**src/design/ptt_pkg.sv**
```systemverilog
// ----------------------------------------------------------------------------
// Periodic timer table package
// Shared request, result and entry types and the command and status codes.
// ----------------------------------------------------------------------------
package ptt_pkg;

  localparam logic [1:0] CMD_ADD = 2'd0;
  localparam logic [1:0] CMD_DEL = 2'd1;
  localparam logic [1:0] CMD_CHK = 2'd2;

  localparam logic [1:0] STAT_OK    = 2'd0;
  localparam logic [1:0] STAT_DUP   = 2'd1;
  localparam logic [1:0] STAT_FULL  = 2'd2;
  localparam logic [1:0] STAT_EMPTY = 2'd3;

  typedef struct packed {
    logic [1:0]  command;
    logic [15:0] timer_key;
    logic [30:0] interval_ms;
    logic [15:0] repeat_count;
    logic [47:0] now_ms;
  } req_t;

  typedef struct packed {
    logic [1:0]  status;
    logic        fired;
    logic [15:0] fired_key;
    logic        last;
  } rsp_t;

  typedef struct packed {
    logic        valid;
    logic [15:0] key;
    logic [30:0] interval;
    logic [15:0] remaining;
    logic [47:0] last_time;
  } entry_t;

  typedef struct packed {
    logic   shift;
    entry_t wb;
  } ring_ctl_t;

  typedef enum logic [2:0] {
    S_IDLE,
    S_DUP,
    S_INS,
    S_DEL,
    S_CHK,
    S_FIN
  } ctl_state_t;

endpackage

```
**src/design/ptt_cell.sv**
```systemverilog
// ----------------------------------------------------------------------------
// Periodic timer table cell
// Holds one timer entry and loads its d input (neighbor or write-back) on shift.
// ----------------------------------------------------------------------------
module ptt_cell (
  input  logic            clk,
  input  logic            rst_n,
  input  logic            shift,
  input  ptt_pkg::entry_t d,
  output ptt_pkg::entry_t q
);

  logic            valid_r;
  ptt_pkg::entry_t data_r;

  always_ff @(posedge clk) begin
    if (!rst_n) begin
      valid_r <= 1'b0;
    end else if (shift) begin
      valid_r <= d.valid;
    end
  end

  always_ff @(posedge clk) begin
    if (shift) begin
      data_r <= d;
    end
  end

  always_comb begin
    q       = data_r;
    q.valid = valid_r;
  end

endmodule

```
**src/design/ptt_ctrl.sv**
```systemverilog
// ----------------------------------------------------------------------------
// Periodic timer table controller
// Sequences ring passes and processes the entry at the head of the ring.
// ----------------------------------------------------------------------------
module ptt_ctrl #(
  parameter int SLOTS = 16
) (
  input  logic               clk,
  input  logic               rst_n,
  input  logic               start,
  output logic               busy,
  input  ptt_pkg::req_t      in_data,
  output logic               out_strobe,
  output ptt_pkg::rsp_t      out_data,
  input  ptt_pkg::entry_t    head,
  output ptt_pkg::ring_ctl_t ring
);

  localparam int CW = (SLOTS > 1) ? $clog2(SLOTS) : 1;
  localparam int TW = $clog2(SLOTS + 1);

  ptt_pkg::ctl_state_t state_r, state_nxt;
  logic [CW-1:0]       cnt_r, cnt_nxt;
  logic [TW-1:0]       total_r, total_nxt;
  ptt_pkg::req_t       req_r;
  logic                flag_r, flag_nxt;
  ptt_pkg::entry_t     carry_r, carry_nxt;
  logic                carry_pend_r, carry_pend_nxt;
  logic                pend_r, pend_nxt;
  logic [15:0]         pend_key_r, pend_key_nxt;
  logic                out_valid_r, out_valid_nxt;
  ptt_pkg::rsp_t       out_data_r, out_data_nxt;
  logic                cnt_end;
  logic                key_hit;
  logic [48:0]         due;
  logic                due_hit;
  logic                accept;

  assign busy       = (state_r != ptt_pkg::S_IDLE);
  assign accept     = start && !busy;
  assign out_strobe = out_valid_r;
  assign out_data   = out_data_r;
  assign cnt_end    = (cnt_r == CW'(SLOTS - 1));
  assign key_hit    = head.valid && (head.key == req_r.timer_key);
  assign due        = {1'b0, head.last_time} + 49'(head.interval);
  assign due_hit    = head.valid && (due <= {1'b0, req_r.now_ms});

  always_ff @(posedge clk) begin
    if (!rst_n) begin
      state_r      <= ptt_pkg::S_IDLE;
      cnt_r        <= '0;
      total_r      <= '0;
      flag_r       <= 1'b0;
      carry_pend_r <= 1'b0;
      pend_r       <= 1'b0;
      out_valid_r  <= 1'b0;
    end else begin
      state_r      <= state_nxt;
      cnt_r        <= cnt_nxt;
      total_r      <= total_nxt;
      flag_r       <= flag_nxt;
      carry_pend_r <= carry_pend_nxt;
      pend_r       <= pend_nxt;
      out_valid_r  <= out_valid_nxt;
    end
  end

  always_ff @(posedge clk) begin
    if (accept) begin
      req_r <= in_data;
    end
    carry_r    <= carry_nxt;
    pend_key_r <= pend_key_nxt;
    out_data_r <= out_data_nxt;
  end

  always_comb begin
    state_nxt      = state_r;
    cnt_nxt        = cnt_r;
    total_nxt      = total_r;
    flag_nxt       = flag_r;
    carry_nxt      = carry_r;
    carry_pend_nxt = carry_pend_r;
    pend_nxt       = pend_r;
    pend_key_nxt   = pend_key_r;
    out_valid_nxt  = 1'b0;
    out_data_nxt   = '0;
    ring.shift     = 1'b0;
    ring.wb        = head;

    case (state_r)
      ptt_pkg::S_IDLE: begin
        cnt_nxt  = '0;
        flag_nxt = 1'b0;
        pend_nxt = 1'b0;
        if (accept) begin
          case (in_data.command)
            ptt_pkg::CMD_ADD: begin
              state_nxt = ptt_pkg::S_DUP;
            end
            ptt_pkg::CMD_DEL: begin
              if (total_r == '0) begin
                out_valid_nxt       = 1'b1;
                out_data_nxt.status = ptt_pkg::STAT_EMPTY;
                out_data_nxt.last   = 1'b1;
              end else begin
                state_nxt = ptt_pkg::S_DEL;
              end
            end
            ptt_pkg::CMD_CHK: begin
              state_nxt = ptt_pkg::S_CHK;
            end
            default: begin
              out_valid_nxt       = 1'b1;
              out_data_nxt.status = ptt_pkg::STAT_OK;
              out_data_nxt.last   = 1'b1;
            end
          endcase
        end
      end

      ptt_pkg::S_DUP: begin
        ring.shift = 1'b1;
        cnt_nxt    = cnt_r + 1'b1;
        flag_nxt   = flag_r || key_hit;
        if (cnt_end) begin
          cnt_nxt = '0;
          if (flag_r || key_hit) begin
            out_valid_nxt       = 1'b1;
            out_data_nxt.status = ptt_pkg::STAT_DUP;
            out_data_nxt.last   = 1'b1;
            state_nxt           = ptt_pkg::S_IDLE;
          end else if (total_r == TW'(SLOTS)) begin
            out_valid_nxt       = 1'b1;
            out_data_nxt.status = ptt_pkg::STAT_FULL;
            out_data_nxt.last   = 1'b1;
            state_nxt           = ptt_pkg::S_IDLE;
          end else begin
            carry_nxt.valid     = 1'b1;
            carry_nxt.key       = req_r.timer_key;
            carry_nxt.interval  = req_r.interval_ms;
            carry_nxt.remaining = req_r.repeat_count;
            carry_nxt.last_time = req_r.now_ms;
            carry_pend_nxt      = 1'b1;
            state_nxt           = ptt_pkg::S_INS;
          end
        end
      end

      ptt_pkg::S_INS: begin
        ring.shift = 1'b1;
        cnt_nxt    = cnt_r + 1'b1;
        if (carry_pend_r) begin
          ring.wb = carry_r;
          if (head.valid) begin
            carry_nxt = head;
          end else begin
            carry_pend_nxt = 1'b0;
          end
        end
        if (cnt_end) begin
          cnt_nxt             = '0;
          total_nxt           = total_r + 1'b1;
          out_valid_nxt       = 1'b1;
          out_data_nxt.status = ptt_pkg::STAT_OK;
          out_data_nxt.last   = 1'b1;
          state_nxt           = ptt_pkg::S_IDLE;
        end
      end

      ptt_pkg::S_DEL: begin
        ring.shift = 1'b1;
        cnt_nxt    = cnt_r + 1'b1;
        if (!flag_r && key_hit) begin
          ring.wb.valid = 1'b0;
          flag_nxt      = 1'b1;
          total_nxt     = total_r - 1'b1;
        end
        if (cnt_end) begin
          cnt_nxt             = '0;
          out_valid_nxt       = 1'b1;
          out_data_nxt.status = ptt_pkg::STAT_OK;
          out_data_nxt.last   = 1'b1;
          state_nxt           = ptt_pkg::S_IDLE;
        end
      end

      ptt_pkg::S_CHK: begin
        ring.shift = 1'b1;
        cnt_nxt    = cnt_r + 1'b1;
        if (due_hit) begin
          ring.wb.last_time = due[47:0];
          if (head.remaining != '0) begin
            ring.wb.remaining = head.remaining - 1'b1;
            if (head.remaining == 16'd1) begin
              ring.wb.valid = 1'b0;
              total_nxt     = total_r - 1'b1;
            end
          end
          if (pend_r) begin
            out_valid_nxt          = 1'b1;
            out_data_nxt.status    = ptt_pkg::STAT_OK;
            out_data_nxt.fired     = 1'b1;
            out_data_nxt.fired_key = pend_key_r;
          end
          pend_nxt     = 1'b1;
          pend_key_nxt = head.key;
        end
        if (cnt_end) begin
          cnt_nxt   = '0;
          state_nxt = ptt_pkg::S_FIN;
        end
      end

      ptt_pkg::S_FIN: begin
        out_valid_nxt       = 1'b1;
        out_data_nxt.status = ptt_pkg::STAT_OK;
        out_data_nxt.last   = 1'b1;
        if (pend_r) begin
          out_data_nxt.fired     = 1'b1;
          out_data_nxt.fired_key = pend_key_r;
        end
        pend_nxt  = 1'b0;
        state_nxt = ptt_pkg::S_IDLE;
      end

      default: begin
        state_nxt = ptt_pkg::S_IDLE;
      end
    endcase
  end

  a_total_bound: assert property (@(posedge clk) disable iff (!rst_n)
    total_r <= TW'(SLOTS))
    else $error("timer count exceeds table size");

  a_insert_done: assert property (@(posedge clk) disable iff (!rst_n)
    (state_r == ptt_pkg::S_INS && cnt_end) |=> !carry_pend_r)
    else $error("new timer was not placed during the insert pass");

  a_partial_in_check: assert property (@(posedge clk) disable iff (!rst_n)
    (out_valid_r && !out_data_r.last) |->
      (state_r == ptt_pkg::S_CHK || state_r == ptt_pkg::S_FIN))
    else $error("non-final result outside a check");

  a_fired_ok: assert property (@(posedge clk) disable iff (!rst_n)
    (out_valid_r && out_data_r.fired) |->
      (out_data_r.status == ptt_pkg::STAT_OK && $past(state_r) == ptt_pkg::S_CHK) ||
      (out_data_r.status == ptt_pkg::STAT_OK && $past(state_r) == ptt_pkg::S_FIN))
    else $error("firing reported outside a check");

  a_busy_quiet: assert property (@(posedge clk) disable iff (!rst_n)
    (state_r == ptt_pkg::S_INS || state_r == ptt_pkg::S_DEL) |-> !out_valid_nxt || cnt_end)
    else $error("result issued in the middle of a pass");

endmodule

```
**src/design/periodic_timer_table.sv**
```systemverilog
// ----------------------------------------------------------------------------
// Periodic timer table
// An add is busy for a key scan pass over all SLOTS cells, plus an insert
// pass when it is taken; a delete for one pass, a check for one pass and the
// finish state; delete on an empty table and unused commands are never busy.
// The final result strobes in the cycle after the last busy cycle, and the next
// request can be taken in that cycle; fired results of a check come during the
// pass, one cycle each. Results cannot be stalled. Reset empties the table.
// ----------------------------------------------------------------------------
module periodic_timer_table #(
  parameter int SLOTS = 16
) (
  input  logic          clk,
  input  logic          rst_n,
  input  logic          start,
  output logic          busy,
  input  ptt_pkg::req_t in_data,
  output logic          out_strobe,
  output ptt_pkg::rsp_t out_data
);

  ptt_pkg::entry_t    chain [SLOTS];
  ptt_pkg::ring_ctl_t ring;

  ptt_ctrl #(
    .SLOTS(SLOTS)
  ) u_ctrl (
    .clk       (clk),
    .rst_n     (rst_n),
    .start     (start),
    .busy      (busy),
    .in_data   (in_data),
    .out_strobe(out_strobe),
    .out_data  (out_data),
    .head      (chain[0]),
    .ring      (ring)
  );

  for (genvar i = 0; i < SLOTS; i++) begin : g_cell
    if (i == SLOTS - 1) begin : g_tail
      ptt_cell u_cell (
        .clk  (clk),
        .rst_n(rst_n),
        .shift(ring.shift),
        .d    (ring.wb),
        .q    (chain[i])
      );
    end else begin : g_body
      ptt_cell u_cell (
        .clk  (clk),
        .rst_n(rst_n),
        .shift(ring.shift),
        .d    (chain[i+1]),
        .q    (chain[i])
      );
    end
  end

endmodule

```
**config.mk**
```make
export PLATFORM = sky130hd
export DESIGN_NAME = periodic_timer_table
export DESIGN_NICKNAME = d
export VERILOG_FILES = /design/src/design/ptt_pkg.sv /design/src/design/ptt_cell.sv /design/src/design/ptt_ctrl.sv /design/src/design/periodic_timer_table.sv
export SDC_FILE = /design/constraint.sdc
export NUM_CORES = 2
export LEC_CHECK = 0
export BUFFER_PORTS_ARGS = -buffer_cell sky130_fd_sc_hd__buf_2
export CORE_ASPECT_RATIO = 2
export CORE_MARGIN = 2
export CORE_UTILIZATION = 25
export DETAILED_ROUTE_END_ITERATION = 10
export PLACE_DENSITY = 0.37
export SETUP_SLACK_MARGIN = 0.05
export SYNTH_ARGS = -nofsm -noshare
export SYNTH_HDL_FRONTEND = slang
export SYNTH_SLANG_ARGS = --single-unit
```
**constraint.sdc**
```tcl
create_clock -name clk -period 57.4 [get_ports clk]
set_input_delay 2.87 -clock clk [delete_from_list [all_inputs] [get_ports clk]]
set_output_delay 2.87 -clock clk [all_outputs]
set_load 0.005 [all_outputs]
```
==> flow_results.org <==
** Run status
- The run finished with clean final reports.

** Critical path
- Worst path required time :: 57,800 ps
- Of all nets on the critical path, the largest fanout is 165.
- Ordered cell list for the critical path :: or2_2 -> nor2_1 -> inv_1 -> nand2_1 -> inv_8 -> buf_4 -> buf_12 -> buf_4 -> buf_4 -> buf_4 -> buf_4 -> buf_4
- The worst setup path is captured at a register.
- Among the stages of the critical path, the cell type that occurs most often is buf_4.
- The largest single stage delay on the critical path is ~930 ps.
- Arr. time, crit path :: ~9800 ps
- Standard cell with the maximum stage delay on the critical path :: buf_4
- The critical path is of the register to register type.
- Startpoint types :: register

** Drt
- After detailed routing, the number of remaining DRC violations is 0.
- The first detailed-routing pass ran for 6 iterations.
- Via count normalized by instance count :: 4.07
- The detailed router finished its first iteration with 2,578 violations.
- Via Count :: 30,800
- Total routed wirelength :: around 130,000 um
- Antenna viol nets, final :: 0
- Wire per inst :: 17.7 um

** Timing
- Transition time at the pin with the least slew margin :: roughly 1300 ps
- Number of hold violations in the final report :: 0
- Unrepaired setup endpoints after global routing :: no
- The final critical path takes up 16.3% of the cycle.
- Once routing completed, OpenROAD measured the worst setup slack at 48,040 ps.
- The max-slew violation count is 0.
- Normalized max-slew margin :: 15.8%
- Min cycle time layout :: 9360 ps
- For the final routed database, the setup TNS stands at 0 ps.
- Achievable clock frequency :: 107 MHz
- Clock tree skew after final layout :: 84.3 ps
- Number of setup violations in the final report :: 0

** Yosys
- Synthesis produced a netlist with a net count of about 3,700.
- The average instance in the mapped netlist occupies 19.8 um2.
- Cell count after synthesis :: 3,520
- The synthesized netlist contains a little over 80 unique library cells.
- Flip-flop cell with the highest count after synthesis :: edfxtp_1
- In the synthesized netlist the async set-or-reset flop fraction comes to 0%.
- For this run, the number of Yosys warnings is 0.
- In this run, synthesis inferred a little over 2,000 flip-flops with an integrated enable.
- The mapped netlist covers between 0.06 and 0.07 mm2.
- Flops & latches, synth :: 2,066
- The share of the Yosys chip area taken by registers is about nine tenths.

** Clock network
- Setup repair bufs after CTS :: 0
- Clock latency reported for the late side of the worst-skew pair :: approximately 860 ps
- Buffer levels on the longest clock path :: 4
- The clock net in this run drives a total of approximately 2,100 sinks.
- Clock-pin slew was measured on the worst setup and hold paths at roughly 70 ps.
- Buffers inserted during clock tree synthesis total 206.
- Number of hold-repair buffers added at the cts stage :: 0
- Number of instances resized during post-cts repair :: 0
- Clock tree from TritonCTS :: done
- Number of H-tree levels :: 4
- Cell chosen for the clock root :: clkbuf_16

** Global routing
- The first global-routing pass estimated 201,000 um of wire.
- Number of global-route vias before repair :: just over 30,000
- Pin count of the biggest net entering global routing :: 199
- The total overflow left after global routing is 0.
- Initial antenna violation count :: 13
- Global router's overall resource usage :: 9.26%

** Power and ir drop
- Summed over all cells, the static leakage comes to around 27 nW.
- Peak supply drop :: 0.0566 mV
- Fraction of power consumed by the clock network :: 24.5%
- Internal power consumption :: 3.74 mW
- Sequential power share :: 57.9%
- For this design the total switching power over the nets is 1.54 mW.
- Cell Pwr Density :: between 60 and 70 mW/mm2
- Net switching is 29.1% of the power.
- Combinational logic is responsible for 17.5% of the overall power.

** Cells and area
- In the final layout, the share of cells above drive strength 1 is 12.2%.
- Area added between synthesis and finish :: 16.5%
- # fillers :: 27,300
- In the final design database the tool counted approximately 4,000 nets.
- Post-route cell area :: 0.0811 mm2
- At the end of the flow the core is filled with cells to 29.2%.

** Placed design
- Post-Place Cell Area :: 0.0748 mm2
- DP Wirelength :: approximately 75,000 um
- Pre-CTS setup slack :: 47,950 ps
- The count of buffers added on input and output ports is roughly 140.
- The congestion estimate from routability-driven global placement came to 0.747.

** Flow run
- Max-capacitance violation count :: 0

** Die
- Horiz. Die Dim :: 377 um
- Once the floorplan was initialized, standard cells occupied 25.1% of the core.
- Placeable core area :: 0.278 mm2
- Total number of placement rows :: roughly 270
- Number of ports placed on the die boundary :: 138
- Floorplan die area :: 0.283 mm2
- Overall die height :: 750 um

** Min path
- Class of the worst hold path :: register to register
## state kept, by name (all words and copies together) (netlist names), 3 cells and up
name / flops
u_ctrl.out_data: 20
u_ctrl.pend_key_r: 16
g_cell.g_body.u_cell.q: 1665
u_ctrl.total_r: 5
g_cell.g_tail.u_cell.q: 111
u_ctrl.req_r: 111
u_ctrl.cnt_r: 4
g_cell.g_body.u_cell.valid_r: 15
u_ctrl.state_r: 3
u_ctrl.carry_r: 111
## through the flow
stage | hold WS [ps] | instances | power, mW
after floorplan | 400 | 3520 | 4.72
after global placement | 400 | 7193 | 4.00
after detailed placement | 405 | 7194 | 4.04
after CTS | 381 | 7560 | 5.39
after global routing | 388 | 7561 | 5.60
final | 386 | 7565 | 5.28
## cell families (layout without fill, tap and decap cells)
| family | after synthesis | in the layout | share of synthesized area, % |
|---|---|---|---|
| adder cells (fa/ha/maj) | 88 | 88 | 1.60 |
| AO/OA/AOI/OAI | 357 | 357 | 3.40 |
| other | 0 | 5 | 0 |
| flip-flops | 2066 | 2066 | 88.4 |
| XOR/XNOR | 66 | 66 | 0.830 |
| multiplexers | 3 | 3 | 0.0431 |
| buffers and inverters | 151 | 603 | 0.899 |
| AND/OR/NAND/NOR | 789 | 789 | 4.85 |
## critical path: cells and delay by family, from the launching register on
family                 cells  cell delay, ps
buffers and inverters      9            6920
AND/OR/NAND/NOR            3             810
flip-flops                 1             670
## path summary, 6_finish.rpt
check	endpoint	from	slack, ps	cells past startpoint
setup / recovery	g_cell[14].g_body.u_cell.q[6]$_DFFE_PP_	u_ctrl.state_r[0]$_SDFFE_PN0P_	48040	12
hold / removal	g_cell[10].g_body.u_cell.q[12]$_DFFE_PP_	g_cell[11].g_body.u_cell.q[12]$_DFFE_PP_	390	0
setup reg to reg	g_cell[14].g_body.u_cell.q[6]$_DFFE_PP_	u_ctrl.state_r[0]$_SDFFE_PN0P_	48040	12
hold reg to reg	g_cell[10].g_body.u_cell.q[12]$_DFFE_PP_	g_cell[11].g_body.u_cell.q[12]$_DFFE_PP_	390	0
## cells in the final DEF, fill, tap and decap left out, drive strengths merged, types with 5 or more instances in the layout
cell type,n
a21oi,82
inv,71
or3,6
o311a,5
a211oi,12
and3,22
nor3,20
nor2b,5
a22oi,33
and2,18
a31oi,18
o211ai,26
diode,5
nor4,10
clkbuf,249
a311oi,7
xor2,30
ha,86
nand4,19
clkinvlp,14
bufinv,13
clkinv,87
nor2,74
xnor2,36
o21ai,102
nand2,555
or2,7
nand3,35
edfxtp,2014
a221o,15
a21o,16
dfxtp,52
buf,168
## cell type report
type	count	area, um2	share of cell area, %
antenna	5	12.5	0.0154
clock buffer	249	5370	6.62
clock inverter	117	967	1.19
inverter	68	269	0.332
multi-input combinational	1303	7510	9.26
sequential	2066	61500	75.9
tap	3588	4490	5.54
timing repair buffer	169	966	1.19
## per-layer routing
metal	routed length (um)	up-vias	part of all wire [%]	GRT usage (%)
met5	0	-	0	0
met4	4180	0	3.1	3.24
met3	6750	286	5.0	1.88
met2	53400	705	40	12.5
met1	69500	15700	52	14.5
li1	-	14100	-	-
## cells in the mapped netlist, types with 4 or more instances
| cell | number | share of area, % |
|---|---|---|
| edfxtp_1 | 2014 | 87 |
| nand2_1 | 554 | 3.0 |
| o21ai_0 | 100 | 0.72 |
| ha_1 | 86 | 1.5 |
| a21oi_1 | 77 | 0.55 |
| nor2_1 | 73 | 0.39 |
| inv_1 | 64 | 0.35 |
| clkbuf_1 | 57 | 0.31 |
| dfxtp_1 | 52 | 1.5 |
| xnor2_1 | 36 | 0.45 |
| nand3_1 | 34 | 0.24 |
| a22oi_1 | 32 | 0.35 |
| xor2_1 | 30 | 0.38 |
| o211ai_1 | 25 | 0.27 |
| and3_1 | 22 | 0.20 |
| nand4_1 | 19 | 0.17 |
| nor3_1 | 19 | 0.14 |
| and2_1 | 18 | 0.16 |
| a31oi_1 | 17 | 0.15 |
| a21o_1 | 16 | 0.17 |
| a221o_1 | 14 | 0.20 |
| buf_2 | 14 | 0.10 |
| a211oi_1 | 11 | 0.12 |
| nor4_1 | 9 | 0.081 |
| or2_2 | 7 | 0.063 |
| a311oi_1 | 6 | 0.075 |
| buf_1 | 6 | 0.032 |
| buf_6 | 5 | 0.081 |
| nor2b_1 | 5 | 0.045 |
| o311a_1 | 5 | 0.072 |
| or3_1 | 5 | 0.045 |
| a21oi_2 | 4 | 0.050 |
| o21a_1 | 4 | 0.043 |
| o311ai_0 | 4 | 0.050 |
| or4_1 | 4 | 0.043 |
## power by group through the flow
stage	sequential (mW)	combinational, mW	clock [mW]
floorplan	4.17	0.547	0
global placement	3.08	0.918	0
detailed placement	3.09	0.945	0
CTS	3.08	0.947	1.36
global route	3.15	1.05	1.40
finish	3.06	0.927	1.30
(Power assumes the default switching activity.)
